$ cat src/hdl/rvvt_pkg.sv
package rvvt_pkg;

    // Table geometry
    localparam int ROW_COUNT = 1024;
    localparam int ADDR_W    = $clog2(ROW_COUNT);
    localparam int CNT_W     = $clog2(ROW_COUNT + 1);

    // Field widths
    localparam int FUNC_W = 3;
    localparam int ROW_W  = 10;
    localparam int TX_W   = 32;
    localparam int TIME_W = 32;
    localparam int KIND_W = 2;

    // Row compare width: wide enough for both the row field and the table index
    localparam int ROW_EXT_W = ((ADDR_W > ROW_W) ? ADDR_W : ROW_W) + 1;

    // Function codes
    localparam logic [FUNC_W-1:0] FUNC_MARK_DELETE = 3'd0;
    localparam logic [FUNC_W-1:0] FUNC_MARK_INSERT = 3'd1;
    localparam logic [FUNC_W-1:0] FUNC_MARK_UPDATE = 3'd2;
    localparam logic [FUNC_W-1:0] FUNC_COMMIT      = 3'd3;
    localparam logic [FUNC_W-1:0] FUNC_CLEAR       = 3'd4;
    localparam logic [FUNC_W-1:0] FUNC_QUERY       = 3'd5;

    // Marker kinds (a mark stores the low bits of its function code)
    localparam logic [KIND_W-1:0] KIND_DELETE = 2'd0;
    localparam logic [KIND_W-1:0] KIND_INSERT = 2'd1;
    localparam logic [KIND_W-1:0] KIND_UPDATE = 2'd2;

    typedef struct packed {
        logic [FUNC_W-1:0] func;
        logic [ROW_W-1:0]  row;
        logic [TX_W-1:0]   tx_id;
        logic [TIME_W-1:0] time_value;
    } in_item_t;

    typedef struct packed {
        logic visible;
        logic entry_present;
        logic any_uncommitted;
    } out_item_t;

    // One table word per row
    typedef struct packed {
        logic              valid;
        logic [KIND_W-1:0] kind;
        logic [TX_W-1:0]   owner;
        logic              committed;
        logic [TIME_W-1:0] commit_stamp;
    } entry_t;

    // Table write request
    typedef struct packed {
        logic              wr_en;
        logic [ADDR_W-1:0] wr_addr;
        entry_t            wr_data;
    } ram_wr_t;

    // Post-reset clearing sweep status
    typedef struct packed {
        logic              active;
        logic [ADDR_W-1:0] addr;
    } clr_ctl_t;

    function automatic logic row_in_range(input logic [ROW_W-1:0] row);
        logic [ROW_EXT_W-1:0] ext;
        ext = ROW_EXT_W'(row);
        return ext < ROW_EXT_W'(ROW_COUNT);
    endfunction

    function automatic logic [ADDR_W-1:0] row_addr(input logic [ROW_W-1:0] row);
        logic [ROW_EXT_W-1:0] ext;
        ext = ROW_EXT_W'(row);
        return ext[ADDR_W-1:0];
    endfunction

endpackage

$ cat src/hdl/rvvt_exec.sv
module rvvt_exec (
    input  rvvt_pkg::in_item_t             item,
    input  rvvt_pkg::entry_t               entry,
    input  logic [rvvt_pkg::CNT_W-1:0]     cnt,
    output rvvt_pkg::ram_wr_t              wr,
    output rvvt_pkg::out_item_t            result,
    output logic [rvvt_pkg::CNT_W-1:0]     cnt_next
);
    import rvvt_pkg::*;

    logic in_range;
    logic present;
    logic is_mark;
    logic own;
    logic older;
    logic dec_ok;
    logic vis;
    logic rule_vis;

    // Visibility rules for a present marker
    always_comb
    begin
        own   = (entry.owner == item.tx_id);
        older = entry.committed && (entry.commit_stamp < item.time_value);
        case (entry.kind)
            KIND_DELETE: rule_vis = own ? 1'b0 : (!entry.committed ? 1'b1 : !older);
            KIND_INSERT,
            KIND_UPDATE: rule_vis = own ? 1'b1 : older;
            default:     rule_vis = 1'b1;
        endcase
    end

    // Marker, commit and clear updates, query visibility and uncommitted count
    always_comb
    begin
        in_range   = row_in_range(item.row);
        present    = in_range && entry.valid;
        is_mark    = item.func inside {FUNC_MARK_DELETE, FUNC_MARK_INSERT, FUNC_MARK_UPDATE};
        dec_ok     = !entry.committed && (cnt != '0);
        wr.wr_en   = 1'b0;
        wr.wr_addr = row_addr(item.row);
        wr.wr_data = entry;
        cnt_next   = cnt;
        vis        = 1'b0;

        if (is_mark)
        begin
            if (in_range)
            begin
                wr.wr_en = 1'b1;
                if (!present || entry.committed)
                begin
                    cnt_next = cnt + CNT_W'(1);
                end
                wr.wr_data.valid     = 1'b1;
                wr.wr_data.kind      = item.func[KIND_W-1:0];
                wr.wr_data.owner     = item.tx_id;
                wr.wr_data.committed = 1'b0;
            end
        end
        else
        begin
            case (item.func)
                FUNC_COMMIT:
                begin
                    if (present)
                    begin
                        wr.wr_en = 1'b1;
                        if (dec_ok)
                        begin
                            cnt_next = cnt - CNT_W'(1);
                        end
                        wr.wr_data.committed    = 1'b1;
                        wr.wr_data.commit_stamp = item.time_value;
                    end
                end
                FUNC_CLEAR:
                begin
                    if (present)
                    begin
                        wr.wr_en = 1'b1;
                        if (dec_ok)
                        begin
                            cnt_next = cnt - CNT_W'(1);
                        end
                        wr.wr_data.valid = 1'b0;
                    end
                end
                FUNC_QUERY:
                begin
                    vis = present ? rule_vis : 1'b1;
                end
                default:
                begin
                    vis = 1'b0;
                end
            endcase
        end

        result.visible         = vis;
        result.entry_present   = present;
        result.any_uncommitted = (cnt_next != '0);
    end

endmodule

$ cat config.mk
export PLATFORM = sky130hd
export DESIGN_NAME = rvvt_exec
export DESIGN_NICKNAME = d
export VERILOG_FILES = /design/src/hdl/rvvt_pkg.sv /design/src/hdl/rvvt_exec.sv
export SDC_FILE = /design/constraint.sdc
export NUM_CORES = 1
export LEC_CHECK = 0
export ABC_AREA = 1
export BUFFER_PORTS_ARGS = -buffer_cell sky130_fd_sc_hd__buf_2
export CAP_MARGIN = 5
export CORE_AREA = 2 2 97 99
export DETAILED_ROUTE_END_ITERATION = 6
export DIE_AREA = 0 0 99 101
export GPL_TIMING_DRIVEN = 0
export PLACE_DENSITY_LB_ADDON = 0.15
export SLEW_MARGIN = 5
export SYNTH_ARGS = -nofsm -noshare
export SYNTH_HDL_FRONTEND = slang
export SYNTH_SLANG_ARGS = --single-unit
$ cat constraint.sdc
create_clock -name vclk -period 2
set_clock_uncertainty 0.05 [all_clocks]
set_input_delay 0.4 -clock vclk [all_inputs]
set_output_delay 0.4 -clock vclk [all_outputs]
set_load 0.01 [all_outputs]
# Word-level counts from Yosys, hierarchy flattened
# Cells that the tools add are included.
totals:
  register_bits: 0
  inputBits: 156
  output_inout_bits: 93
  wordCells: 46
op_classes:
  n_addsub: 2
  magnitude_cmp: 1
  n_eq_ne: 8
  muxes: 22
  reduce_logical: 13
ops:
  columns: ["cell", "count"]
  rows:
  - ["$mux 33", 2]
  - ["$mux 11", 5]
  - ["$mux 34", 1]
  - ["$eq 32x32->1", 1]
  - ["$lt 32x32->1", 1]
  - ["$mux 32", 1]
  - ["$reduce_bool 11->1", 2]
  - ["$mux 1", 12]
  - ["$add 11x1->11 const B", 1]
  - ["$sub 11x1->11 const B", 1]
  - ["$eq 3x2->1 const B", 2]
  - ["$eq 3x3->1 const B", 2]
  - ["$reduce_or 2->1", 2]
  - ["$eq 3x1->1 const B", 1]
  - ["$logic_not 1->1", 3]
  - ["$logic_not 3->1", 1]
  - ["$reduce_bool 3->1", 1]
  - ["$eq 2x1->1 const B", 1]
  - ["$eq 2x2->1 const B", 1]
  - ["$logic_and 1x1->1", 2]
  - ["$logic_not 2->1", 1]
  - ["$pmux 1 s2", 1]
  - ["$logic_or 1x1->1", 1]

# Depth between registers and ports, before layout
# Gate-level depths: netlist (run 1).
depth:
  word_depth: 9
  ltp_mapped: 17
  depth_no_buf: 16

# Worst setup path after synthesis (run 1)
# OpenSTA, ideal clock, no wires.
synth_timing:
  kind: "input -> output"
  from: "input port cnt[1] in the netlist's numbering"
  to: "output port result[0] in the netlist's numbering"
  arrival_time_ps: 1647
  required_ps: 1550
  path_slack_ps: -97
  path_stages: 15
  path_buffers: 0
  cell_sequence: "inv_1 > ha_1 > nand2_2 > nor2_8 > nand2_2 > nor2_2 > nand2_1 > nand3_1 > nand2_1 > nand2_1 > nand2_2 > nor2_2 > nand2_1 > nor2_1 > nand2_1"
synth_rtl:
  columns: ["item", "line_no", "source"]
  rows:
  - ["start, declared", "rvvt_exec.sv:4", "input logic [rvvt_pkg::CNT_W-1:0] cnt,"]
  - ["end, declared", "rvvt_exec.sv:6", "output rvvt_pkg::out_item_t result,"]

==> impl_metrics.ini, run 1 <==
[yosys]
synth.most_common_cell = sky130_fd_sc_hd__nand2_1
number_of_nets_produced_by_synthesis = 716
post_synth_xor_area_fraction = 0.0973
synth_area_per_cell_um2 = 5.29
synth.yosys.seq_area_share = 0
synthesis.area_um2 = 2780
post_synth_and_or_nand_nor_area_fraction = 0.466
synthAdderAreaFrac = 0.158
synthDominantCellAreaShare = 0.273
ys_top_cells_by_area = sky130_fd_sc_hd__nand2_1 (27%), sky130_fd_sc_hd__ha_1 (16%), sky130_fd_sc_hd__inv_1 (8.7%)
syn_inst = 525
yosys_warnings = 0
synth_compound_area_frac = 0.135
synthTopCellsByCount = sky130_fd_sc_hd__nand2_1 (202), sky130_fd_sc_hd__inv_1 (64), sky130_fd_sc_hd__o21ai_0 (46)
synthMuxAreaShare = 0
synth_top_family_by_area = simple AND/OR/NAND/NOR gates
synthDominantAreaCellType = sky130_fd_sc_hd__nand2_1
post_synth_num_cell_types = 33

[sta]
final_hold_viol_count = 0
hold-worst-slack_ps = 933
worstMarginPinSlew_ps = 315
report.final.setup_viol = 8
period_needed_ps = 2310
fmaxAchievable_mhz = 434
final_max_slew_viol_count = 0
smallest_setup_slack_after_layout_ps = -306
rsz0062_at_grt = yes
max_slew_margin = 0.788
layout_worst_path_cycle_share = 1.15

[final_layout]
final_util = 0.557
clkbuf_count = 0
nFlopsAndLatches = 0
final_net_count = 977
area_delta_synth_final_pct = 80.0
final-seq-area_um2 = 0
drive_gt1_frac = 0.514
n_antenna_cell = 0

[route]
first_iter_violations = 70
drc_errors = 0
number_of_antenna_violating_nets_in_the_routed_design = 0
totalWireLength_um = 11500
route.detailed.vias_per_inst = 4.77
post_drt_wl_per_cell_um = 12.8
via_count = 4272
detail_route.first_pass.iterations = 4

[worst_setup_path]
worst-path-stages = 15
timing.critical_path.mode_cell = sky130_fd_sc_hd__nand2_1
crit_path_end_kind = output pin
timing.critical_path.cells = buf_8 > nor2_4 > o211ai_4 > nor2_4 > nand2_4 > buf_6 > nand2_2 > nand2_1 > nand2_1 > inv_2 > nor2_2 > nand2_1 > nor2_1 > nand2_1 > buf_2
path_delay_family = simple AND/OR/NAND/NOR gates
path_class = primary input to output pin
cp_data_required_time_ps = 1550
critical_path_arrival_ps = 1860
critical-path-slowest-cell = sky130_fd_sc_hd__nor2_4
setup.worst_path.start_class = primary input
critical_path_peak_fanout = 7
crit_path_max_incr_delay_ps = 230
critical_path.n_buffers_inverters = 4

[floorplan]
row_count = 35
io-pin-count = 249
chipWidth_um = 99
floorplan.die_area_um2 = 10000
initial_core_util = 0.309
area_inside_the_core_boundary_um2 = 8980
die-height_um = 101

[placement]
place.gp.congestion = 0.861
port_buffers = 239
post-dp-hpwl_um = 9440

[power]
total_leakage_power_uw = 0.00285
report.power.total_uw = 1100
powerDensity_nw_per_um2 = 221
power.ir.vdd_worst_mv = 0.110

[global_routing]
global_route_wire_length_before_repair_um = 16900
initial_antenna_violation_count = 0
grt_max_degree = 11
first_global_vias = 3902
grt_use_total = 0.199
globalRoute.totalOverflow = 0

[clock_tree]
cts-hold-fix-buffers = 0

[min_path]
worstHoldPathType = primary input to output pin
min_path_cells = 2

[flow_run]
timing.max_cap.violations = 0

[run_status]
violations = negative setup slack
status = finished with violations
routing by layer:
metal / routed length, um / vias to the layer above / global-route usage
met2: 6310 / 190 / 0.419
met4: 103 / 0 / 0.0116
met5: 0 / - / 0
li1: - / 2185 / -
met1: 4240 / 1887 / 0.222
met3: 816 / 10 / 0.0166
path summary, 6_finish.rpt:
kind	start	slack, ps	endpoint
setup / recovery	item[74]	-310	result[0]
hold / removal	item[67]	930	wr[71]
power breakdown:
part	leakage, uW	switching (uW)	internal, uW
Clock	0	0	0
Sequential	0	0	0
Combinational	0.00285	579	523
placed cells by master, fill, tap and decap left out, types with 2 or more instances in the layout:
| cell | instances |
|---|---|
| sky130_fd_sc_hd__nor2_4 | 6 |
| sky130_fd_sc_hd__clkbuf_16 | 2 |
| sky130_fd_sc_hd__nand3_2 | 9 |
| sky130_fd_sc_hd__inv_1 | 46 |
| sky130_fd_sc_hd__ha_1 | 16 |
| sky130_fd_sc_hd__buf_6 | 18 |
| sky130_fd_sc_hd__buf_2 | 226 |
| sky130_fd_sc_hd__nand2_2 | 22 |
| sky130_fd_sc_hd__nor3_1 | 6 |
| sky130_fd_sc_hd__o21ai_2 | 3 |
| sky130_fd_sc_hd__o31ai_1 | 2 |
| sky130_fd_sc_hd__ha_4 | 18 |
| sky130_fd_sc_hd__nand2_4 | 5 |
| sky130_fd_sc_hd__buf_8 | 3 |
| sky130_fd_sc_hd__inv_4 | 4 |
| sky130_fd_sc_hd__o21ai_1 | 13 |
| sky130_fd_sc_hd__a21oi_1 | 7 |
| sky130_fd_sc_hd__nor3_2 | 4 |
| sky130_fd_sc_hd__nor2_1 | 21 |
| sky130_fd_sc_hd__o21ai_0 | 30 |
| sky130_fd_sc_hd__nand4_1 | 12 |
| sky130_fd_sc_hd__xor2_1 | 10 |
| sky130_fd_sc_hd__nand2_1 | 181 |
| sky130_fd_sc_hd__a21oi_2 | 10 |
| sky130_fd_sc_hd__or2_2 | 3 |
| sky130_fd_sc_hd__nor2_2 | 5 |
| sky130_fd_sc_hd__inv_2 | 16 |
| sky130_fd_sc_hd__xnor2_1 | 19 |
| sky130_fd_sc_hd__nand3_1 | 16 |
| sky130_fd_sc_hd__buf_4 | 30 |
| sky130_fd_sc_hd__clkbuf_2 | 3 |
| sky130_fd_sc_hd__buf_12 | 2 |
kinds of logic (layout without fill, tap and decap cells):
logic type	after synthesis	in the layout
compound gates	69	69
fa+ha+maj	35	35
buf+inv	94	353
simple gates	297	297
xor+xnor	30	30
timing repair:
action / in CTS / in global routing
setup buffers: 9 / 10
gates resized for setup: 76 / 96
endpoints found under the setup margin: 77 / 63
endpoints found under the hold margin: 0 / 0
gates cloned: 0 / 2
pin swaps: 24 / 52
final cells by class:
cell class / count / area [um2]
fill: 899 / 3980
multi-input combinational: 431 / 2860
timing repair buffer: 260 / 1500
inverter: 68 / 278
buffer: 25 / 216
tap: 111 / 139
metrics by stage:
stage          cell area, um2  TNS [ps]  std cells  setup WS (ps)
2_1_floorplan            2890     -16.4        525          -9.23
3_3_place_gp             4230    -16220        875           -465
3_5_place_dp             4230    -18690        875           -493
4_1_cts                  4520      -849        883           -305
5_1_grt                  5000     -2290        895           -472
6_report                 5000     -1180        895           -306
(Power assumes the default switching activity.)
==> run 2: changes to the inputs <==
--- a/config.mk
+++ b/config.mk
@@ -13,6 +13,7 @@
 export DIE_AREA = 0 0 99 101
 export GPL_TIMING_DRIVEN = 0
 export PLACE_DENSITY_LB_ADDON = 0.15
+export SETUP_SLACK_MARGIN = 0.15
 export SLEW_MARGIN = 5
 export SYNTH_ARGS = -nofsm -noshare
 export SYNTH_HDL_FRONTEND = slang
==> run 2 against run 1 <==
Via count grew 1.1%; combinational power grew 7%; power grew 6.9%; cell area grew 8.8%; highest routed layer unchanged; the flow still finishes with violations (negative setup slack); first-iteration DRC count grew 17%; die area is the same.
==> impl_metrics.ini, run 2 (synthesized netlist as in run 1, its figures left out) <==
[clock_tree]
cts-hold-fix-buffers = 0

[sta]
max_slew_margin = 0.778
final_hold_viol_count = 0
worstMarginPinSlew_ps = 332
period_needed_ps = 2370
fin_setup_tns_ps = -1270
report.final.setup_viol = 7
rsz0062_at_grt = yes
hold-worst-slack_ps = 933
final_max_slew_viol_count = 0
fmaxAchievable_mhz = 422
layout_worst_path_cycle_share = 1.18
smallest_setup_slack_after_layout_ps = -367

[placement]
post-dp-hpwl_um = 9440
port_buffers = 239
place.gp.congestion = 0.861
pre_cts_ws_ps = -493

[final_layout]
nFlopsAndLatches = 0
final_net_count = 990
final_util = 0.606
clkbuf_count = 0
drive_gt1_frac = 0.550
final_common_cell = sky130_fd_sc_hd__buf_2
area_delta_synth_final_pct = 95.9
n_antenna_cell = 0
mostFrequentLayoutCells = sky130_fd_sc_hd__buf_2 (218), sky130_fd_sc_hd__nand2_1 (160), sky130_fd_sc_hd__inv_1 (50)
final-seq-area_um2 = 0

[worst_setup_path]
critical_path_arrival_ps = 1920
crit_path_end_kind = output pin
critical_path.n_buffers_inverters = 3
timing.critical_path.cells = buf_12 > inv_6 > ha_4 > nand2_4 > nor2_8 > nand3_4 > nand4_1 > nand2_1 > nand2_1 > nand2_2 > nor2_1 > nand2_1 > nor2_1 > nand2_1 > buf_2
crit_path_max_incr_delay_ps = 170
critical_path_peak_fanout = 7
setup.worst_path.start_class = primary input
critical-path-slowest-cell = sky130_fd_sc_hd__nand3_4
path_delay_family = simple AND/OR/NAND/NOR gates
path_class = primary input to output pin
timing.critical_path.mode_cell = sky130_fd_sc_hd__nand2_1
cp_data_required_time_ps = 1550

[global_routing]
first_global_vias = 3915
grt_use_total = 0.201
initial_antenna_violation_count = 0
global_route_wire_length_before_repair_um = 17200
globalRoute.totalOverflow = 0
grt_max_degree = 11

[route]
first_iter_violations = 82
post_drt_wl_per_cell_um = 13.3
via_count = 4320
route.detailed.vias_per_inst = 4.76
drc_errors = 0
number_of_antenna_violating_nets_in_the_routed_design = 0
detail_route.first_pass.iterations = 4
totalWireLength_um = 12100

[min_path]
holdCritStartpoint = item[67]
worst_hold_path.endpoint = wr[71]
worstHoldPathType = primary input to output pin
min_path_cells = 2

[run_status]
status = finished with violations
violations = negative setup slack

[floorplan]
initial_core_util = 0.309
floorplan.die_area_um2 = 10000
io-pin-count = 249
row_count = 35
die-height_um = 101
area_inside_the_core_boundary_um2 = 8980
chipWidth_um = 99

[power]
powerDensity_nw_per_um2 = 217
total_leakage_power_uw = 0.00307
power.ir.vdd_worst_mv = 0.113
report.power.total_uw = 1180

[flow_run]
timing.max_cap.violations = 0
-- run 2: what timing repair did --
action,4_1_cts,5_1_grt
gates cloned,1,7
endpoints found under the setup margin,82,78
pin swaps,35,39
buffers inserted,16,9
gates resized for setup,117,153
-- run 2: how the worst max path moves through the flow --
| stage | start | to | slack, ps | cells past startpoint |
|---|---|---|---|---|
| 2_1_floorplan | entry[5] | result[2] | -9 | 13 |
| 3_3_place_gp | item[5] | result[2] | -460 | 16 |
| 3_5_place_dp | entry[5] | result[2] | -490 | 15 |
| 4_1_cts | item[5] | result[2] | -340 | 17 |
| 5_1_grt | item[19] | result[2] | -520 | 15 |
| 6_report | cnt[1] | result[0] | -370 | 15 |
-- run 2: area by class of cell --
class                           instances  area (um2)
Tap cell                              111         139
Buffer                                 26         327
Fill cell                             847        3540
Inverter                               68         293
Timing Repair Buffer                  272        1760
Multi-Input combinational cell        431        2920
-- run 2: where the power goes --
part / switching [uW] / internal [uW]
Clock: 0 / 0
Combinational: 606 / 572
Sequential: 0 / 0
Total: 606 / 572
-- run 2: layer usage --
| metal | vias to the layer above | global-route usage | wire length [um] |
|---|---|---|---|
| met5 | - | 0 | 0 |
| met4 | 0 | 0.00632 | 53 |
| met3 | 4 | 0.0160 | 716 |
| met2 | 163 | 0.425 | 6760 |
| met1 | 1939 | 0.227 | 4560 |
| li1 | 2214 | - | - |
-- run 2: metrics by stage --
stage,instance area (um2),std cells
2_1_floorplan,2890,525
3_3_place_gp,4230,875
3_5_place_dp,4230,875
4_1_cts,4750,892
5_1_grt,5440,908
6_report,5440,908
