--- config.mk ---
export PLATFORM = sky130hd
export DESIGN_NAME = rvvt_init
export DESIGN_NICKNAME = d
export VERILOG_FILES = /design/src/hdl/rvvt_pkg.sv /design/src/hdl/rvvt_init.sv
export SDC_FILE = /design/constraint.sdc
export NUM_CORES = 1
export LEC_CHECK = 0
export ABC_AREA = 1
export BUFFER_PORTS_ARGS = -buffer_cell sky130_fd_sc_hd__buf_2
export CORE_AREA = 2 2 39 41
export DETAILED_ROUTE_END_ITERATION = 12
export DIE_AREA = 0 0 41 43
export HOLD_SLACK_MARGIN = 0.08
export SLEW_MARGIN = 10
export SYNTH_ARGS = -nofsm -noshare
export SYNTH_HDL_FRONTEND = slang
export SYNTH_SLANG_ARGS = --single-unit
--- constraint.sdc ---
create_clock -name clk -period 3.6 [get_ports clk]
set_clock_uncertainty 0.1 [all_clocks]
set_input_delay 0.36 -clock clk [delete_from_list [all_inputs] [get_ports clk]]
set_output_delay 0.36 -clock clk [all_outputs]
set_load 0.1 [all_outputs]
--- src/hdl/rvvt_pkg.sv ---
package rvvt_pkg;

    // Table geometry
    localparam int ROW_COUNT = 1024;
    localparam int ADDR_W    = $clog2(ROW_COUNT);
    localparam int CNT_W     = $clog2(ROW_COUNT + 1);

    // Field widths
    localparam int FUNC_W = 3;
    localparam int ROW_W  = 10;
    localparam int TX_W   = 32;
    localparam int TIME_W = 32;
    localparam int KIND_W = 2;

    // Row compare width: wide enough for both the row field and the table index
    localparam int ROW_EXT_W = ((ADDR_W > ROW_W) ? ADDR_W : ROW_W) + 1;

    // Function codes
    localparam logic [FUNC_W-1:0] FUNC_MARK_DELETE = 3'd0;
    localparam logic [FUNC_W-1:0] FUNC_MARK_INSERT = 3'd1;
    localparam logic [FUNC_W-1:0] FUNC_MARK_UPDATE = 3'd2;
    localparam logic [FUNC_W-1:0] FUNC_COMMIT      = 3'd3;
    localparam logic [FUNC_W-1:0] FUNC_CLEAR       = 3'd4;
    localparam logic [FUNC_W-1:0] FUNC_QUERY       = 3'd5;

    // Marker kinds (a mark stores the low bits of its function code)
    localparam logic [KIND_W-1:0] KIND_DELETE = 2'd0;
    localparam logic [KIND_W-1:0] KIND_INSERT = 2'd1;
    localparam logic [KIND_W-1:0] KIND_UPDATE = 2'd2;

    typedef struct packed {
        logic [FUNC_W-1:0] func;
        logic [ROW_W-1:0]  row;
        logic [TX_W-1:0]   tx_id;
        logic [TIME_W-1:0] time_value;
    } in_item_t;

    typedef struct packed {
        logic visible;
        logic entry_present;
        logic any_uncommitted;
    } out_item_t;

    // One table word per row
    typedef struct packed {
        logic              valid;
        logic [KIND_W-1:0] kind;
        logic [TX_W-1:0]   owner;
        logic              committed;
        logic [TIME_W-1:0] commit_stamp;
    } entry_t;

    // Table write request
    typedef struct packed {
        logic              wr_en;
        logic [ADDR_W-1:0] wr_addr;
        entry_t            wr_data;
    } ram_wr_t;

    // Post-reset clearing sweep status
    typedef struct packed {
        logic              active;
        logic [ADDR_W-1:0] addr;
    } clr_ctl_t;

    function automatic logic row_in_range(input logic [ROW_W-1:0] row);
        logic [ROW_EXT_W-1:0] ext;
        ext = ROW_EXT_W'(row);
        return ext < ROW_EXT_W'(ROW_COUNT);
    endfunction

    function automatic logic [ADDR_W-1:0] row_addr(input logic [ROW_W-1:0] row);
        logic [ROW_EXT_W-1:0] ext;
        ext = ROW_EXT_W'(row);
        return ext[ADDR_W-1:0];
    endfunction

endpackage

--- src/hdl/rvvt_init.sv ---
module rvvt_init (
    input  logic              clk,
    input  logic              rst_n,
    output rvvt_pkg::clr_ctl_t clr
);
    import rvvt_pkg::*;

    logic              active_reg;
    logic              active_next;
    logic [ADDR_W-1:0] addr_reg;
    logic [ADDR_W-1:0] addr_next;

    // Sweep every row once after reset, one row per cycle
    always_comb
    begin
        active_next = active_reg;
        addr_next   = addr_reg;
        if (active_reg)
        begin
            addr_next = addr_reg + ADDR_W'(1);
            if (addr_reg == ADDR_W'(ROW_COUNT - 1))
            begin
                active_next = 1'b0;
            end
        end
    end

    always_ff @(posedge clk or negedge rst_n)
    begin
        if (!rst_n)
        begin
            active_reg <= 1'b1;
            addr_reg   <= '0;
        end
        else
        begin
            active_reg <= active_next;
            addr_reg   <= addr_next;
        end
    end

    assign clr.active = active_reg;
    assign clr.addr   = addr_reg;

endmodule

# Word-level counts from Yosys, hierarchy flattened
# Cells that the tools add are included.
# Widths: inputs -> output; s select.
# totals
ff_bits	11
memories	0
ram_bits	0
latchBits	0
out_inout_bits	11
mem_bits_ro	0
elab_cells	6
# classes
n_div	0
n_reduce_logical	0
eq_ne	1
add_sub_neg	1
shift	0
mul	0
magnitude_cmp	0
n_mux	2
bitwise	0
# op_table
op	n
$add 10x1->10 const B	1
$eq 10x10->1 const B	1
$mux 1	2

# Depth between registers and ports, before layout
# Gate-level depths: netlist of run 1.
# logic_depth
ltp_word	3
depth_mapped	7
ltp_nobuf	6

# Worst setup path before layout of run 1
# OpenSTA, ideal clock, no wires.
# synth_path
path_type	reg-to-reg
start	register addr_reg[0]
end	register addr_reg[8]
path_stages_with_launch	7
required_time_ns	3.378
t_arrival_ns	1.793
slack_ns	1.585
period_less_slack_ns	2.015
path_cell_list	dfrtp_1 > ha_1 > nand3_2 > nor3_2 > nand2_1 > nand2_1 > nand2_1
# synth_via
elab_chain_len	1
# synth_rtl
element	line	source
start: declaration	rvvt_init.sv:10	logic [ADDR_W-1:0] addr_reg;
start signal: assignment	rvvt_init.sv:38	addr_reg <= addr_next;
$add 10x1->10	rvvt_init.sv:20	addr_next = addr_reg + ADDR_W'(1);
# Every way passes these cells.
# A chain may end at the register's enable or synchronous reset.

# Final worst setup path of run 1
# layout_path
start	register active_reg
end	output port clr[10] in the netlist's numbering
# layout_rtl
element	line	source
start: declaration	rvvt_init.sv:8	logic active_reg;
start signal: assignment	rvvt_init.sv:37	active_reg <= active_next;
end: declaration	rvvt_init.sv:4	output rvvt_pkg::clr_ctl_t clr
# No word-level cell between the ends.

==> metrics.json, run 1 <==
{
  "status": {"value": "completed"},
  "largest_reg_flops": {"value": 10},
  "power.net_switching": {"value": 0.0434, "unit": "mW"},
  "postPlaceCellArea": {"value": 614, "unit": "sq um"},
  "first_global_vias": {"value": 341},
  "die_w": {"value": 41, "unit": "um"},
  "dr_wl_cell": {"value": 9.85, "unit": "um"},
  "htreeDepth": {"value": 1},
  "drt_first_iter_violations": {"value": 5},
  "postCtsHoldBufs": {"value": 1},
  "syn-mean-instance-area": {"value": 9.64, "unit": "sq um"},
  "hpwlAfterDp": {"value": 652, "unit": "um"},
  "setup_tns_after_final_layout": {"value": 0, "unit": "ns"},
  "critPathArrivalTime": {"value": 1.34, "unit": "ns"},
  "via_count": {"value": 402},
  "ys_seq_area_share": {"value": 50.3, "unit": "%"},
  "cts_buffer_depth": {"value": 2},
  "cts_made_buffers": {"value": 3},
  "die_footprint": {"value": 1760, "unit": "sq um"},
  "sw_frac_of_total": {"value": 20.6, "unit": "%"},
  "clock_latency_late_sink": {"value": 0.27, "unit": "ns"},
  "vdd_ir_drop_max": {"value": 0.146, "unit": "mV"},
  "top_layer": {"value": "met4"},
  "start_kind": {"value": "flop"},
  "post-route-period-util": {"value": 50.0, "unit": "%"},
  "internal_power": {"value": 0.168, "unit": "mW"},
  "clock_transition_at_the_register_clock_pins_on_the_worst_setup_and_hold_paths_after_cts": {"value": 0.07, "unit": "ns"},
  "fin_area": {"value": 651, "unit": "sq um"},
  "dieHeight": {"value": 43, "unit": "um"},
  "post_cts_gate_resize_count": {"value": 0},
  "maxSlewViolCount": {"value": 0},
  "grt_first_pass_wirelength": {"value": 1380, "unit": "um"},
  "path_cells": {"value": "buf_2"},
  "met2_length": {"value": 367, "unit": "um"},
  "ys_ff_latch": {"value": 11},
  "initial_drt_pass_iterations": {"value": 5},
  "detail_route.wirelength.met1": {"value": 449, "unit": "um"},
  "cp_data_required_time": {"value": 3.14, "unit": "ns"},
  "powerDensity": {"value": 324, "unit": "nW/um^2"},
  "clock_power_share": {"value": 39.8, "unit": "%"},
  "crit_path_top_delay_cell": {"value": "sky130_fd_sc_hd__dfstp_2"},
  "num_rows": {"value": 14},
  "synthCells": {"value": 57},
  "postRouteAntennaNets": {"value": 0},
  "worstMarginPinSlew": {"value": 0.486, "unit": "ns"},
  "initial_utilization": {"value": 39.7, "unit": "%"},
  "max_freq": {"value": 556, "unit": "MHz"},
  "final_layout_size_suffix_gt1_share": {"value": 33.3, "unit": "%"},
  "area.growth.synth_to_final": {"value": 18.5, "unit": "%"},
  "met3WireLength": {"value": 29, "unit": "um"},
  "remaining_drc_errors": {"value": 0},
  "drt-total-wl": {"value": 867, "unit": "um"},
  "port_buffers": {"value": 12},
  "clock_tree.root_cell": {"value": "sky130_fd_sc_hd__clkbuf_4"},
  "design.final.nets": {"value": 76},
  "layout_min_cycle_time": {"value": 1.80, "unit": "ns"},
  "grt_setup_unrepaired": {"value": "false"},
  "gr-usage-all-layers": {"value": 12.2, "unit": "%"},
  "max_slew_margin": {"value": 67.8, "unit": "%"},
  "antenna_cells_inserted": {"value": 0},
  "largest_fanout_on_the_critical_path": {"value": 8},
  "worstSetupPathType": {"value": "reg2out"},
  "mappedNetlistArea": {"value": 549, "unit": "sq um"},
  "finalWeightedCongestion": {"value": 0.668},
  "power_leakage": {"value": 0.383, "unit": "nW"},
  "critPathTopFamily": {"value": "flip-flops"},
  "yosysWarnings": {"value": 0},
  "maxCapViolCount": {"value": 0},
  "area_of_the_core": {"value": 1380, "unit": "sq um"},
  "yosys.cell_types.count": {"value": 19},
  "power_frac_seq": {"value": 58.6, "unit": "%"},
  "critical-path-max-stage-delay": {"value": 0.62, "unit": "ns"},
  "share_comb_of_total_power": {"value": 1.6, "unit": "%"},
  "final-setup-viol-count": {"value": 0},
  "cts_setup_buffers": {"value": 0},
  "vias_per_cell": {"value": 4.57},
  "boundaryPins": {"value": 13},
  "clock_sink_count": {"value": 11},
  "grt_max_degree": {"value": 12},
  "syn-num-nets": {"value": 60},
  "grt-ovfl-total": {"value": 0},
  "tritoncts_clock_tree": {"value": "yes"},
  "hold_violations": {"value": 0},
  "timing.critical_path.to_type": {"value": "output port"},
  "grt_antenna_before_repair": {"value": 0},
  "critical_path.n_buffers_inverters": {"value": 1},
  "timing.hold.worst.class": {"value": "in2async"}
}
-- synth_stat cells, drive strengths merged --
library cell / count / share of area, %
inv: 9 / 6.1
nand2: 15 / 11
nand3b: 1 / 1.4
nor2: 3 / 3.9
xnor2: 2 / 3.2
dfrtp: 10 / 46
mux2: 1 / 2.0
dfstp: 1 / 4.8
nand4: 2 / 2.3
nor3: 1 / 1.8
xor2: 4 / 6.4
o21ai: 2 / 1.8
nand3: 3 / 4.6
buf: 2 / 2.7
ha: 1 / 2.3
-- metrics by stage --
stage,instances,hold WS (ns),setup WS [ns],utilization (%),total power [mW]
after detailed placement,83,0.140,2.09,44.4,0.129
after CTS,88,0.381,1.80,47.0,0.213
final,88,0.378,1.80,47.0,0.211
after global placement,83,0.142,2.10,44.4,0.129
after global routing,88,0.423,1.75,47.0,0.220
after floorplan,57,-0.0356,1.58,-,0.126
-- power groups by stage --
stage / clock network [mW] / registers, mW / logic, mW
6_report: 0.0839 / 0.124 / 0.00345
5_1_grt: 0.0921 / 0.123 / 0.00422
2_1_floorplan: 0 / 0.126 / 0.000000159
3_5_place_dp: 0 / 0.126 / 0.00286
4_1_cts: 0.0859 / 0.124 / 0.00366
3_3_place_gp: 0 / 0.126 / 0.00291
-- routing by layer --
metal,vias up,global-route usage (%)
li1,203,-
met1,183,15.5
met2,13,15.6
met3,3,4.71
met4,0,10.0
met5,-,0
-- placed cells by master (no fill, tap or decap) --
cell                            count
sky130_fd_sc_hd__clkbuf_1           1
sky130_fd_sc_hd__dfrtp_1           10
sky130_fd_sc_hd__nand3b_1           1
sky130_fd_sc_hd__buf_2             12
sky130_fd_sc_hd__nand2_1           13
sky130_fd_sc_hd__dlygate4sd3_1      1
sky130_fd_sc_hd__nor2_4             1
sky130_fd_sc_hd__clkbuf_4           3
sky130_fd_sc_hd__nand2_2            2
sky130_fd_sc_hd__nand3_2            2
sky130_fd_sc_hd__dfstp_2            1
sky130_fd_sc_hd__xnor2_1            2
sky130_fd_sc_hd__mux2_2             1
sky130_fd_sc_hd__ha_1               1
sky130_fd_sc_hd__nand4_1            2
sky130_fd_sc_hd__nor2_1             1
sky130_fd_sc_hd__nor2_2             1
sky130_fd_sc_hd__inv_1              9
sky130_fd_sc_hd__xor2_1             4
sky130_fd_sc_hd__nor3_2             1
sky130_fd_sc_hd__nand3_1            1
sky130_fd_sc_hd__o21ai_0            2
-- cell type report --
cell class                 instances  area (sq um)
tap                               16          20.0
sequential                        11           277
fill                             149           733
inverter                           9          33.8
clock buffer                       4          26.3
multi-input combinational         35           224
timing repair buffer              13          70.1
-- final timing paths --
check,end,start,cells after the start,slack [ns]
max,clr[10],active_reg$_DFF_PN1_,1,1.80
min,addr_reg[0]$_DFFE_PN0P_,rst_n,2,0.38
max reg2reg,addr_reg[8]$_DFFE_PN0P_,addr_reg[0]$_DFFE_PN0P_,6,2.25
min reg2reg,addr_reg[4]$_DFFE_PN0P_,addr_reg[4]$_DFFE_PN0P_,1,0.40
max in group asynchronous,active_reg$_DFF_PN1_,rst_n,2,2.76
min in group clk,addr_reg[4]$_DFFE_PN0P_,addr_reg[4]$_DFFE_PN0P_,1,0.40
-- kinds of logic (layout without fill, tap and decap cells) --
kind of cell | count (synthesis) | after routing | synth area share (%)
AO/OA/AOI/OAI | 2 | 2 | 1.82
buffers and inverters | 11 | 26 | 8.88
XOR/XNOR | 6 | 6 | 9.57
adder cells (fa/ha/maj) | 1 | 1 | 2.28
flip-flops | 11 | 11 | 50.3
AND/OR/NAND/NOR | 25 | 25 | 25.1
multiplexers | 1 | 1 | 2.05
(Power assumes the default switching activity.)
==> run 2: changes to the inputs <==
clock period = 1.7 ns   (was 3.6 ns; I/O delays follow)
==> run 2 against run 1 <==
Die area is the same. First-iteration DRC count shrank 40%. Worst setup slack lost 1.7 ns. Largest power group unchanged. Non-clock buffer count is the same. Sequential power grew 110%. Design area grew 1.2%.
==> metrics.json, run 2 (same netlist as run 1, synthesis figures left out) <==
{
  "status": {"value": "completed"},
  "most-common-layout-cells": {"value": "sky130_fd_sc_hd__nand2_1, sky130_fd_sc_hd__buf_2, sky130_fd_sc_hd__inv_1"},
  "gr-usage-all-layers": {"value": 13.8, "unit": "%"},
  "antenna_cells_inserted": {"value": 0},
  "critical-path-max-stage-delay": {"value": 0.62, "unit": "ns"},
  "layout_commonest_cell": {"value": "sky130_fd_sc_hd__nand2_1"},
  "die_w": {"value": 41, "unit": "um"},
  "share_comb_of_total_power": {"value": 1.6, "unit": "%"},
  "postRouteAntennaNets": {"value": 0},
  "power_frac_seq": {"value": 58.8, "unit": "%"},
  "first_global_vias": {"value": 392},
  "timing.critical_path.to_type": {"value": "output port"},
  "finalWorstSetupSlack": {"value": 0.0963, "unit": "ns"},
  "worstMarginPinSlew": {"value": 0.485, "unit": "ns"},
  "power.net_switching": {"value": 0.0902, "unit": "mW"},
  "initial_utilization": {"value": 39.7, "unit": "%"},
  "timing.hold.worst.class": {"value": "in2async"},
  "fin_area": {"value": 658, "unit": "sq um"},
  "critical_path.n_buffers_inverters": {"value": 1},
  "clock_sink_count": {"value": 11},
  "max_slew_margin": {"value": 67.9, "unit": "%"},
  "initial_drt_pass_iterations": {"value": 2},
  "final_util": {"value": 47.6, "unit": "%"},
  "post-route-period-util": {"value": 94.3, "unit": "%"},
  "clock_latency_late_sink": {"value": 0.26, "unit": "ns"},
  "power_leakage": {"value": 0.373, "unit": "nW"},
  "tritoncts_clock_tree": {"value": "yes"},
  "largest_fanout_on_the_critical_path": {"value": 8},
  "area.growth.synth_to_final": {"value": 19.8, "unit": "%"},
  "maxCapViolCount": {"value": 0},
  "num_rows": {"value": 14},
  "layout_min_cycle_time": {"value": 1.60, "unit": "ns"},
  "hpwlAfterDp": {"value": 711, "unit": "um"},
  "drt_first_iter_violations": {"value": 3},
  "grt_setup_unrepaired": {"value": "false"},
  "design.final.nets": {"value": 76},
  "largest_reg_flops": {"value": 10},
  "internal_power": {"value": 0.355, "unit": "mW"},
  "path_cells": {"value": "buf_2"},
  "max_freq": {"value": 624, "unit": "MHz"},
  "final-setup-viol-count": {"value": 0},
  "dieHeight": {"value": 43, "unit": "um"},
  "die_footprint": {"value": 1760, "unit": "sq um"},
  "clock_transition_at_the_register_clock_pins_on_the_worst_setup_and_hold_paths_after_cts": {"value": 0.07, "unit": "ns"},
  "grt-ovfl-total": {"value": 0},
  "crit_path_top_delay_cell": {"value": "sky130_fd_sc_hd__dfstp_2"},
  "final_layout_size_suffix_gt1_share": {"value": 41.7, "unit": "%"},
  "vias_per_cell": {"value": 4.47},
  "grt_antenna_before_repair": {"value": 0},
  "cp_data_required_time": {"value": 1.43, "unit": "ns"},
  "port_buffers": {"value": 12},
  "hold_violations": {"value": 0},
  "critPathTopFamily": {"value": "flip-flops"},
  "finalWeightedCongestion": {"value": 0.701},
  "worstSetupPathType": {"value": "reg2out"},
  "boundaryPins": {"value": 13},
  "sw_frac_of_total": {"value": 20.3, "unit": "%"},
  "htreeDepth": {"value": 1},
  "powerDensity": {"value": 676, "unit": "nW/um^2"},
  "setup_tns_after_final_layout": {"value": 0, "unit": "ns"},
  "cts_buffer_depth": {"value": 2},
  "maxSlewViolCount": {"value": 0},
  "via_count": {"value": 393},
  "drt-total-wl": {"value": 930, "unit": "um"},
  "detailedPlace.worstSlack": {"value": 0.377, "unit": "ns"},
  "grt_first_pass_wirelength": {"value": 1610, "unit": "um"},
  "cts_made_buffers": {"value": 3},
  "origin_of_the_worst_setup_path": {"value": "active_reg$_DFF_PN1_"},
  "cts_setup_buffers": {"value": 0},
  "area_of_the_core": {"value": 1380, "unit": "sq um"},
  "dr_wl_cell": {"value": 10.6, "unit": "um"},
  "vdd_ir_drop_max": {"value": 0.330, "unit": "mV"},
  "grt_max_degree": {"value": 12},
  "postPlaceCellArea": {"value": 622, "unit": "sq um"},
  "clock_tree.root_cell": {"value": "sky130_fd_sc_hd__clkbuf_4"},
  "critPathArrivalTime": {"value": 1.33, "unit": "ns"},
  "clock_power_share": {"value": 39.6, "unit": "%"},
  "remaining_drc_errors": {"value": 0},
  "fin_hold_ws": {"value": 0.196, "unit": "ns"},
  "timing.rr.start": {"value": "addr_reg[0]$_DFFE_PN0P_"},
  "start_kind": {"value": "flop"}
}
[run 2: cell counts in the layout (fill, tap and decap cells not counted)]
Identical to the previous run, type by type.
[run 2: final cells by class]
type	count	area (sq um)
clock buffer	4	26.3
fill	148	726
timing repair buffer	13	70.1
sequential	11	284
multi-input combinational	35	224
tap	16	20.0
inverter	9	33.8
[run 2: metrics by stage]
stage	cells	total power [mW]
after floorplan	57	0.267
after global placement	83	0.273
after detailed placement	83	0.273
after CTS	88	0.455
after global routing	88	0.469
final	88	0.445
[run 2: power by group through the flow]
stage                logic [mW]  registers, mW  clock network [mW]
floorplan           0.000000159          0.267                   0
global placement        0.00621          0.267                   0
detailed placement      0.00624          0.267                   0
CTS                     0.00797          0.261               0.185
global route            0.00923          0.261               0.198
finish                  0.00734          0.262               0.176
[run 2: repair_timing]
action | in CTS | in global routing
hold buffers | 1 | 0
hold endpoints to repair | 11 | 0
resized for setup | 0 | 0
[run 2: per-layer routing]
| layer | global-route usage, % | vias up | share of wire (%) |
|---|---|---|---|
| met5 | 0 | - | 0 |
| met4 | 10.0 | 0 | 3.1 |
| met3 | 3.14 | 4 | 7.2 |
| met2 | 19.4 | 12 | 45 |
| met1 | 17.8 | 175 | 45 |
| li1 | - | 202 | - |
[run 2: final timing paths]
kind | end | slack [ns] | depth (start not counted)
setup / recovery | clr[10] | 0.1 | 1
hold / removal | addr_reg[4]$_DFFE_PN0P_ | 0.20 | 2
setup reg to reg | addr_reg[8]$_DFFE_PN0P_ | 0.39 | 6
hold reg to reg | addr_reg[4]$_DFFE_PN0P_ | 0.39 | 1
max in group asynchronous | active_reg$_DFF_PN1_ | 1.05 | 2
min in group clk | addr_reg[4]$_DFFE_PN0P_ | 0.39 | 1
