[src/hdl/rvvt_ram.sv]
module rvvt_ram #(
    parameter int WIDTH = 8,
    parameter int DEPTH = 16
) (
    input  logic                     clk,
    input  logic                     wr_en,
    input  logic [$clog2(DEPTH)-1:0] wr_addr,
    input  logic [WIDTH-1:0]         wr_data,
    input  logic                     rd_en,
    input  logic [$clog2(DEPTH)-1:0] rd_addr,
    output logic [WIDTH-1:0]         rd_data
);

    logic [WIDTH-1:0] mem [DEPTH];

    // Single write port
    always_ff @(posedge clk)
    begin
        if (wr_en)
        begin
            mem[wr_addr] <= wr_data;
        end
    end

    // Registered read, holds when not enabled
    always_ff @(posedge clk)
    begin
        if (rd_en)
        begin
            rd_data <= mem[rd_addr];
        end
    end

endmodule

[config.mk]
export PLATFORM = sky130hd
export DESIGN_NAME = rvvt_ram
export DESIGN_NICKNAME = d
export VERILOG_FILES = /design/src/hdl/rvvt_ram.sv
export SDC_FILE = /design/constraint.sdc
export NUM_CORES = 1
export LEC_CHECK = 0
export BUFFER_PORTS_ARGS = -buffer_cell sky130_fd_sc_hd__buf_4
export CAP_MARGIN = 20
export CORE_AREA = 2 2 111 113
export DETAILED_ROUTE_END_ITERATION = 16
export DIE_AREA = 0 0 113 115
export PLACE_DENSITY = 0.6
export SYNTH_ARGS = -nofsm -noshare
export SYNTH_HDL_FRONTEND = slang
export SYNTH_SLANG_ARGS = --single-unit
[constraint.sdc]
create_clock -name clk -period 2.3 [get_ports clk]
set_input_delay 0.115 -clock clk [delete_from_list [all_inputs] [get_ports clk]]
set_output_delay 0.115 -clock clk [all_outputs]
set_load 0.03 [all_outputs]
======== Yosys cells after proc, flatten, opt, wreduce, memory -nomap -nowiden ========
Memory sizes are Yosys's and may differ from the RTL's. A register that Yosys moved wholly into a read port is not among the register bits.
Index checks and enable logic that the tools add are counted.
Widths: inputs -> output; s select.
operators by class
  mux-type cells .......................... 2
operator list
  operator  number
  $mux 1    2
word-level totals
  output and inout port bits .............. 8
  flip-flop bits (word level) ............. 0
  memory bits (writable) .................. 128
  memories kept ........................... 1
  logic and storage cells ................. 3
  bits of input ports ..................... 19
memory list
  memory  words  width  rd ports  clocked after Yosys merged registers in  write ports  RTL line  source
  mem     16     8      1         1                                        1            14        logic [WIDTH-1:0] mem [DEPTH];

======== Longest topological paths before layout ========
Gate-level depths: netlist of the first run.
  word-level depth ........................ 2
  gate-level depth with buffers ........... 5
  mapped depth without buffers ............ 3

======== Least setup slack after synthesis of the first run ========
No wires, ideal clock.
  kind .................................... input-to-reg
  start point ............................. in wr_addr[2]
  end point ............................... mem mem[0][0] (enable)
  data required time ...................... 1.917 ns
  library setup time ...................... 0.383 ns
  buffers on the path ..................... 0
  slack ................................... 0.692 ns
  arrival ................................. 1.225 ns
  stages on the path ...................... 2
  path through ............................ or3b_2 nor3_1
RTL lines
  element      RTL line  source
  from (decl)  7         input logic [$clog2(DEPTH)-1:0] wr_addr,
  to (decl)    14
Straight into the memory's write port.

==> reports/metrics.yaml, run 1 <==
drt:
  drt_wl_total_um: 10500
  first_pass_iters: 10
  drc: 3
  ant_nets: 0
  drtIter0Drc: 288
  vias_per_cell: 5.56
  wl_per_cell_um: 23.3
  vias: 2489
logic_synthesis:
  synthTopCellsByCount: "edfxtp_1 (136), mux4_2 (18), a22oi_1 (16), mux4_1 (14), nor2_1 (13)"
  yosys.area.top_type_share: 0.781
  synthArstFlopShare: 0
  syn_area_per_cell_um2: 22.8
  syn_inst: 229
  yosysMostFrequentCell: "edfxtp_1"
  synth_largest_area_cell: "edfxtp_1"
  synth_edf_count: 136
  ys_warn_count: 0
  ys_ff_latch: 136
  synth.distinct_cells: 18
  yosysSeqAreaShare: 0.781
  ys_top_cells_by_area: "edfxtp_1 (78%), mux4_2 (7.8%), mux4_1 (7.0%), a22oi_1 (2.3%), nor2_1 (0.93%)"
  syn_area_mm2: 0.00523
  syn_nets: 248
  synth_ff_type: "edfxtp_1"
placement:
  place.gp.congestion: 0.758
  dp_hpwl_um: 6600
  port_buffers: 26
  placed_area_mm2: 0.00570
global_routing:
  grt_max_degree: 33
  overflow: 0
  grt_pass1_wl_um: 15600
  antenna_found_initial: 0
  gr-usage-all-layers: 0.174
  grt_pass1_vias: 2470
sta:
  max_freq_mhz: 668
  fin_crit_ns: 1.50
  period_share: 0.651
  hold-worst-slack_ns: 0.0114
  worst_slew_pin_slew_ns: 0.567
  rsz0062_at_grt: "no"
  finalSetupViolCount: 0
  slew_violations: 0
  hold_viol_final: 0
  relSlewSlack: 0.621
  finalSetupTns_ns: 0
  clock_skew_ns: 0.00726
cts:
  clkTransAtPathRegs_ns: 0.06
  cts_sinks: 136
  worst_skew_pair.late_latency_ns: 0.40
  h-tree-depth: 4
  cts_buffers: 17
  cts.path.max_buffers: 2
  cts_tree: "done"
  cts_resized: 0
  cts-root-buf: "clkbuf_16"
status:
  violations: "design-rule violations"
  status: "complete, but fails checks"
worst_setup_path:
  worstPathRequired_ns: 2.45
  start_kind: "register"
  critical_path.max_fanout: 1
  path_class: "register to register"
  arrival_ns: 1.65
  critPathCaptureType: "register"
power_and_ir_drop:
  total_leakage_power_nw: 2.14
  ir_drop_mv: 0.542
  p_per_area_mw_per_mm2: 923
floorplanning:
  boundaryPins: 27
  num_rows: 40
  initial_core_util: 0.443
  die_h_um: 115
  die_w_um: 113
  core-area_mm2: 0.0118
  dieArea_mm2: 0.0130
final_layout:
  drive_gt1_frac: 0.316
  num_antenna_cells: 0
  area_growth_pct: 21.1
  postLayoutCellArea_mm2: 0.00633
  fin_nets: 307
  post-route-util: 0.536
flow_run:
  drv_cap: 0
worst_hold_path:
  holdCritPathClass: "primary input to register"
[cell families after synthesis]
group           Yosys count  synth area share
flops                   136             0.781
compound gates           16            0.0230
mux                      32             0.148
buf+inv                  10            0.0165
simple gates             35            0.0314
[power breakdown]
| group | switching, mW | internal (mW) | total [mW] |
|---|---|---|---|
| logic | 0.165 | 0.127 | 0.291 |
| clock network | 0.939 | 1.80 | 2.74 |
| registers | 0.0149 | 2.79 | 2.81 |
| total | 1.12 | 4.72 | 5.84 |
[worst max-delay path, stage by stage (launching register included)]
cell,delay (ns)
edfxtp_1,0.35
mux4_2,0.47
a22oi_1,0.33
nand2_1,0.09
[stage by stage]
stage,worst slack (ns),cells,total power [mW]
CTS,0.813,448,5.89
floorplan,0.692,229,3.02
global route,0.753,448,6.03
detailed placement,0.489,414,3.15
finish,0.802,448,5.84
global placement,0.491,414,3.15
[repair_timing]
action,CTS,global route
setup endpoints to repair,0,0
hold buffers,2,0
setup buffers,0,0
endpoints found under the hold margin,22,0
[cell usage in the layout, fill, tap and decap left out]
cell type        n
mux4_2          18
bufinv_16        4
nor3_1           4
clkinvlp_4       5
a22oi_1         16
clkbuf_1         2
nor2_1          13
dlygate4sd3_1    2
or3b_2           1
clkbuf_16       17
nand2b_1         2
edfxtp_1       136
mux4_1          14
buf_12           1
clkinv_1         2
nor2b_1          1
buf_4           47
and2_1           1
nand3b_1         2
clkinv_4         1
nand3_1          1
nand2_1          9
and2b_1          1
clkinv_2         1
[cell type report]
cell class                 count  area, um2
timing repair buffer          50        393
fill                         886       5480
sequential                   136       4080
clock inverter                13        179
clock buffer                  19        433
tap                          147        184
multi-input combinational     83       1060
[path summary, 6_finish.rpt]
check,cells after the start,to,slack (ns),from
max reg2reg,3,rd_data[4],0.80,mem[3][4]
min,1,mem[10][4],0.01,wr_data[4]
max,3,rd_data[4],0.80,mem[3][4]
min reg2reg,3,rd_data[5],0.75,mem[15][5]
[state kept, by name, indices dropped and copies added (netlist names)]
signal   count
rd_data      8
mem        128
[routing by layer]
metal / GRT usage / share of wire / vias to the layer above / wire length [um]
li1: - / - / 1099 / -
met1: 0.241 / 0.43 / 1285 / 4480
met2: 0.273 / 0.48 / 93 / 5040
met3: 0.0353 / 0.075 / 12 / 784
met4: 0.0797 / 0.014 / 0 / 151
met5: 0 / 0 / - / 0
Power figures use the tool's default switching activity.
==> inputs of run 2 (changes only) <==
--- a/config.mk
+++ b/config.mk
@@ -10,7 +10,7 @@
 export CORE_AREA = 2 2 111 113
 export DETAILED_ROUTE_END_ITERATION = 16
 export DIE_AREA = 0 0 113 115
-export PLACE_DENSITY = 0.6
+export PLACE_DENSITY = 0.62
 export SYNTH_ARGS = -nofsm -noshare
 export SYNTH_HDL_FRONTEND = slang
 export SYNTH_SLANG_ARGS = --single-unit
==> constraint.sdc (replaced) <==
create_clock -name clk -period 1.3 [get_ports clk]
set_input_delay 0.065 -clock clk [delete_from_list [all_inputs] [get_ports clk]]
set_output_delay 0.065 -clock clk [all_outputs]
set_load 0.03 [all_outputs]
==> run 2 against run 1 <==
  * The run ends with design-rule violations, negative setup slack left
  * Global-route usage down 0.36 points
  * Final area grew 3.1%
  * Flip-flop and latch count is the same
  * Final cell count rose by 2.9%
  * Clock power grew 91%
  * Sequential share of layout area down 1.9 points
==> reports/metrics.yaml, run 2 (synthesized netlist as in run 1, its figures left out) <==
cts:
  cts-root-buf: "clkbuf_16"
  cts_tree: "done"
  post_cts_buffers: 0  # unchanged
  cts_buffers: 17  # unchanged
  worst_skew_pair.late_latency_ns: 0.41  # about the same
  h-tree-depth: 4  # unchanged
  clkTransAtPathRegs_ns: 0.05  # about the same
  cts.path.max_buffers: 2  # unchanged
  cts_sinks: 136  # unchanged
final_layout:
  layout_common_cells: "edfxtp_1 (136), buf_4 (51), mux4_2 (27)"
  fin_nets: 320  # +4.2%
  post-route-util: 0.553  # +0.0166
  stdcell_count: 461  # +2.9%
  drive_gt1_frac: 0.385  # +0.0697
  top_register: "mem"
  reg_top3: "mem (128), rd_data (8)"
  largest_reg_flops: 128  # unchanged
  num_antenna_cells: 0  # unchanged
  layout_commonest_cell: "edfxtp_1"
  area_growth_pct: 24.8
  postLayoutCellArea_mm2: 0.00653  # +3.1%
worst_setup_path:
  max_stage_delay_ns: 0.48  # about the same
  critPathCaptureType: "register"
  worstPathRequired_ns: 1.46  # -0.99 ns
  start_kind: "register"
  path_cells: "mux4_2 > a22oi_1 > nand2_1"
  arrival_ns: 1.57  # -0.08 ns
  crit_slowest_cell: "mux4_2"
  path_class: "register to register"
  critical_path.max_fanout: 1  # unchanged
drt:
  drtIter0Drc: 178  # -38%
  drt_wl_total_um: 10100  # -3.7%
  vias: 2510  # +0.84%
  drc: 4  # +1
  first_pass_iters: 10  # unchanged
  wl_per_cell_um: 21.8  # -6.4%
  vias_per_cell: 5.44  # -2.0%
  ant_nets: 0  # unchanged
global_routing:
  antenna_found_initial: 0  # unchanged
  gr-usage-all-layers: 0.171  # -0.00359
  grt_max_degree: 17  # -48%
  grt_pass1_wl_um: 15300  # -1.6%
  overflow: 0  # unchanged
  grt_pass1_vias: 2586  # +4.7%
placement:
  dp_hpwl_um: 6340  # -3.9%
  place.gp.congestion: 0.726  # -4.2%
  placed_area_mm2: 0.00575  # +0.86%
  port_buffers: 26  # unchanged
  dpl.cell_count: 420  # +1.4%
floorplanning:
  die_h_um: 115  # unchanged
  core-area_mm2: 0.0118  # unchanged
  boundaryPins: 27  # unchanged
  dieArea_mm2: 0.0130  # unchanged
  die_w_um: 113  # unchanged
  initial_core_util: 0.443  # unchanged
  num_rows: 40  # unchanged
sta:
  worst_slew_pin_slew_ns: 0.942  # +0.375 ns
  slew_violations: 0  # unchanged
  finalWorstSetupSlack_ns: -0.112  # -0.915 ns
  clock_skew_ns: 0.0104  # +0.00318 ns
  hold_viol_final: 0  # unchanged
  fin_crit_ns: 1.41  # -0.0853 ns
  hold-worst-slack_ns: 0.187  # +0.176 ns
  period_share: 1.09  # +0.435
  max_freq_mhz: 708  # +6.0%
  rsz0062_at_grt: "yes"
  relSlewSlack: 0.371  # -0.250
  finalSetupViolCount: 8  # +8
power_and_ir_drop:
  p_per_area_mw_per_mm2: 1650  # +79%
  ir_drop_mv: 0.915  # +69%
  total_leakage_power_nw: 2.21  # +3.2%
flow_run:
  drv_cap: 0  # unchanged
status:
  status: "complete, but fails checks"
  violations: "design-rule violations, negative setup slack"
worst_hold_path:
  holdCritPathClass: "primary input to register"
[run 2: path summary, 6_finish.rpt]
| path | end | slack, ns | depth (start not counted) | from |
|---|---|---|---|---|
| worst min register to register | rd_data[3] | 0.75 | 3 | mem[7][3] |
| worst min-delay path | mem[4][0] | 0.19 | 3 | wr_addr[0] |
| worst max-delay path | rd_data[6] | -0.11 | 3 | mem[11][6] |
| worst max register to register | rd_data[6] | -0.11 | 3 | mem[11][6] |
[run 2: final cells by class]
cell class	instances	area [um2]
repair buffers	63	533
fillers	894	5290
multi-input cells	83	1070
well taps	147	184
clock buffers	17	425
flip-flops and latches	136	4080
clock inverters	15	231
[run 2: timing repair]
action                     4_1_cts  5_1_grt
hold buffers                     9        0
resized for setup                7        3
setup endpoints to repair        8        8
pin swaps                        2        5
hold endpoints to repair       136        0
[run 2: metrics by stage]
| step | setup WS, ns | TNS [ns] | power, mW |
|---|---|---|---|
| finish | -0.112 | -0.650 | 10.8 |
| global route | -0.155 | -1.00 | 11.1 |
| CTS | -0.155 | -0.986 | 10.9 |
| detailed placement | -0.303 | -3.26 | 5.61 |
| global placement | -0.292 | -2.65 | 5.60 |
| floorplan | -0.0311 | -0.946 | 5.35 |
[run 2: where the power goes]
part / internal (mW) / switching (mW)
Clock: 3.56 / 1.67
Combinational: 0.271 / 0.311
Sequential: 4.94 / 0.0285
[run 2: layer usage]
metal / track usage / vias up / wire [um]
met3: 0.0496 / 2 / 649
li1: - / 1114 / -
met2: 0.266 / 92 / 5060
met5: 0 / - / 0
met4: 0.0732 / 0 / 60
met1: 0.229 / 1302 / 4300
[run 2: critical path, delay by kind of cell (launching register included)]
family | cells | cell delay, ns
flip-flops | 1 | 0.37
AND/OR/NAND/NOR | 1 | 0.07
multiplexers | 1 | 0.48
AO/OA/AOI/OAI | 1 | 0.25
==> inputs of run 3 (changes only) <==
--- a/config.mk
+++ b/config.mk
@@ -10,7 +10,7 @@
 export CORE_AREA = 2 2 111 113
 export DETAILED_ROUTE_END_ITERATION = 16
 export DIE_AREA = 0 0 113 115
-export PLACE_DENSITY = 0.62
+export PLACE_DENSITY = 0.6
 export SYNTH_ARGS = -nofsm -noshare
 export SYNTH_HDL_FRONTEND = slang
 export SYNTH_SLANG_ARGS = --single-unit
==> constraint.sdc (replaced) <==
create_clock -name clk -period 1.4 [get_ports clk]
set_input_delay 0.07 -clock clk [delete_from_list [all_inputs] [get_ports clk]]
set_output_delay 0.07 -clock clk [all_outputs]
set_load 0.03 [all_outputs]
==> run 3 against run 2 <==
  * The run still ends with design-rule violations, negative setup slack left
  * Sequential power shrank 7.0%
  * Non-clock buffer count grew 4
  * Via count grew 2.2%
  * Final cell count grew 0.87%
  * Core utilization shrank 0.14 points
  * Routed wire length grew 2.8%
  * Register-to-register slack gained 0.09 ns
  * Critical path depth is the same
  * First-iteration DRC count shrank 2.2%
  * Die area is the same
  * Global-route usage grew 0.49 points
  * Clock-buffer cell count is the same
==> reports/metrics.yaml, run 3 (synthesized netlist as in run 1, its figures left out) <==
status:
  status: "complete, but fails checks"
  violations: "design-rule violations, negative setup slack"
cts:
  cts.path.max_buffers: 2  # unchanged
  cts-root-buf: "clkbuf_16"
  clkTransAtPathRegs_ns: 0.06  # about the same
  cts_sinks: 136  # unchanged
  worst_skew_pair.late_latency_ns: 0.41  # about the same
  cts_tree: "done"
  cts_buffers: 17  # unchanged
  h-tree-depth: 4  # unchanged
final_layout:
  fill_cells: 893  # -0.11%
  postLayoutCellArea_mm2: 0.00651  # -0.25%
  reg_top3: "mem (128), rd_data (8)"
  num_antenna_cells: 0  # unchanged
  area_growth_pct: 24.5
  largest_reg_flops: 128  # unchanged
  layout_common_cells: "edfxtp_1 (136), buf_4 (54), mux4_2 (28)"
  seq_area_mm2: 0.00408  # unchanged
  top_register: "mem"
  fin_nets: 324  # +1.3%
  drive_gt1_frac: 0.403  # +0.0172
  post-route-util: 0.551  # -0.00138
  layout_commonest_cell: "edfxtp_1"
  multi_input_area_mm2: 0.00106  # -0.35%
worst_hold_path:
  holdPathEnd: "mem[0][3]"
  hold_start: "wr_addr[0]"
  holdCritPathClass: "primary input to register"
  holdPathStages: 3  # unchanged
drt:
  drt_wl_total_um: 10400  # +2.8%
  ant_nets: 0  # unchanged
  drtIter0Drc: 174  # -2.2%
  wl_per_cell_um: 22.3  # +1.9%
  vias: 2565  # +2.2%
  drc: 2  # -2
  first_pass_iters: 11  # +1
  vias_per_cell: 5.52  # +1.3%
sta:
  finalSetupViolCount: 2  # -6
  finalWorstSetupSlack_ns: -0.0256  # +0.0867 ns
  hold-worst-slack_ns: 0.132  # -0.0547 ns
  rsz0062_at_grt: "yes"
  worst_slew_pin_slew_ns: 0.951  # +0.00927 ns
  hold_viol_final: 0  # unchanged
  period_share: 1.02  # -0.0681
  max_freq_mhz: 701  # -0.93%
  slew_violations: 0  # unchanged
  clock_skew_ns: 0.00924  # -0.00120 ns
  fin_crit_ns: 1.43  # +0.0133 ns
  relSlewSlack: 0.364  # -0.00723
floorplanning:
  core-area_mm2: 0.0118  # unchanged
  die_h_um: 115  # unchanged
  boundaryPins: 27  # unchanged
  dieArea_mm2: 0.0130  # unchanged
  num_rows: 40  # unchanged
  die_w_um: 113  # unchanged
  initial_core_util: 0.443  # unchanged
worst_setup_path:
  critPathCaptureType: "register"
  path_cells: "mux4_2 > a22oi_2 > nand2_1"
  critical_path.max_fanout: 1  # unchanged
  path_class: "register to register"
  r2r-end: "rd_data[1]"
  start_kind: "register"
  r2r-start: "mem[0][1]"
  worstPathRequired_ns: 1.55  # +0.09 ns
  reg2regPathDepth: 3  # unchanged
  r2r_slack_ns: -0.03  # +0.09 ns
  arrival_ns: 1.57  # about the same
  max_stage_delay_ns: 0.49  # about the same
  crit_slowest_cell: "mux4_2"
global_routing:
  grt_pass1_wl_um: 15900  # +3.8%
  overflow: 0  # unchanged
  gr-usage-all-layers: 0.176  # +0.00491
  grt_pass1_vias: 2578  # -0.31%
  antenna_found_initial: 0  # unchanged
  grt_max_degree: 24  # +7
placement:
  placed_area_mm2: 0.00582  # +1.2%
  dp_hpwl_um: 6810  # +7.4%
  place.gp.congestion: 0.808  # +11%
  port_buffers: 26  # unchanged
power_and_ir_drop:
  p_per_area_mw_per_mm2: 1480  # -11%
  ir_drop_mv: 0.833  # -8.9%
  total_leakage_power_nw: 2.21  # -0.21%
  power.total_mw: 9.61  # -11%
flow_run:
  drv_cap: 0  # unchanged
## run 3: cell count changes in the layout (fill, tap and decap cells not counted)
cell        before  now
buf_4           51   54
bufinv_16        6    3
mux4_1           5    4
buf_12           3    4
clkinvlp_4       2    3
inv_6            0    2
clkinv_1         2    0
clkinv_4         1    3
mux4_2          27   28
## run 3: timing repair
| action | in CTS | in global routing |
|---|---|---|
| endpoints found under the hold margin | 136 | 0 |
| hold buffers | 9 | 0 |
| pin swaps | 6 | 2 |
| setup buffers | 0 | 0 |
| gates resized for setup | 14 | 4 |
| endpoints found under the setup margin | 8 | 8 |
## run 3: layout make-up
type	count	area share
multi-input combinational	83	0.164
sequential	136	0.627
tap	147	0.0283
clock buffer	17	0.0653
timing repair buffer	67	0.0884
clock inverter	15	0.0271
## run 3: routing by layer
| layer | up-vias | part of all wire | GRT usage |
|---|---|---|---|
| met5 | - | 0 | 0 |
| met4 | 0 | 0.010 | 0.0537 |
| met3 | 9 | 0.070 | 0.0564 |
| met2 | 102 | 0.47 | 0.261 |
| met1 | 1334 | 0.45 | 0.252 |
| li1 | 1120 | - | - |
## run 3: critical path: cells and delay by family (launching register included)
family          cells  cell delay (ns)
simple gates        1             0.08
compound gates      1             0.21
flops               1             0.38
mux                 1             0.49
## run 3: power by group
| part | internal [mW] | total [mW] | switching [mW] | leakage, nW |
|---|---|---|---|---|
| registers | 4.59 | 4.62 | 0.0291 | 1.24 |
| clock network | 2.80 | 4.45 | 1.65 | 0.289 |
| logic | 0.256 | 0.550 | 0.294 | 0.680 |
| total | 7.64 | 9.61 | 1.97 | 2.21 |
## run 3: worst max path at each step
stage               startpoint          to  slack [ns]  cells after the start
finish               mem[0][1]  rd_data[1]       -0.03                      3
global route        mem[11][7]  rd_data[7]       -0.08                      3
CTS                 mem[11][7]  rd_data[7]       -0.02                      3
detailed placement  rd_addr[0]  rd_data[1]       -0.25                      5
global placement    rd_addr[0]  rd_data[7]       -0.25                      5
floorplan           rd_addr[0]  rd_data[1]        0.05                      5
## run 3: metrics by stage
stage	cells	worst slack [ns]	TNS, ns
6_report	465	-0.0256	-0.0389
5_1_grt	465	-0.0807	-0.323
4_1_cts	465	-0.0223	-0.0223
3_5_place_dp	424	-0.255	-1.48
3_3_place_gp	424	-0.247	-1.42
2_1_floorplan	229	0.0476	0
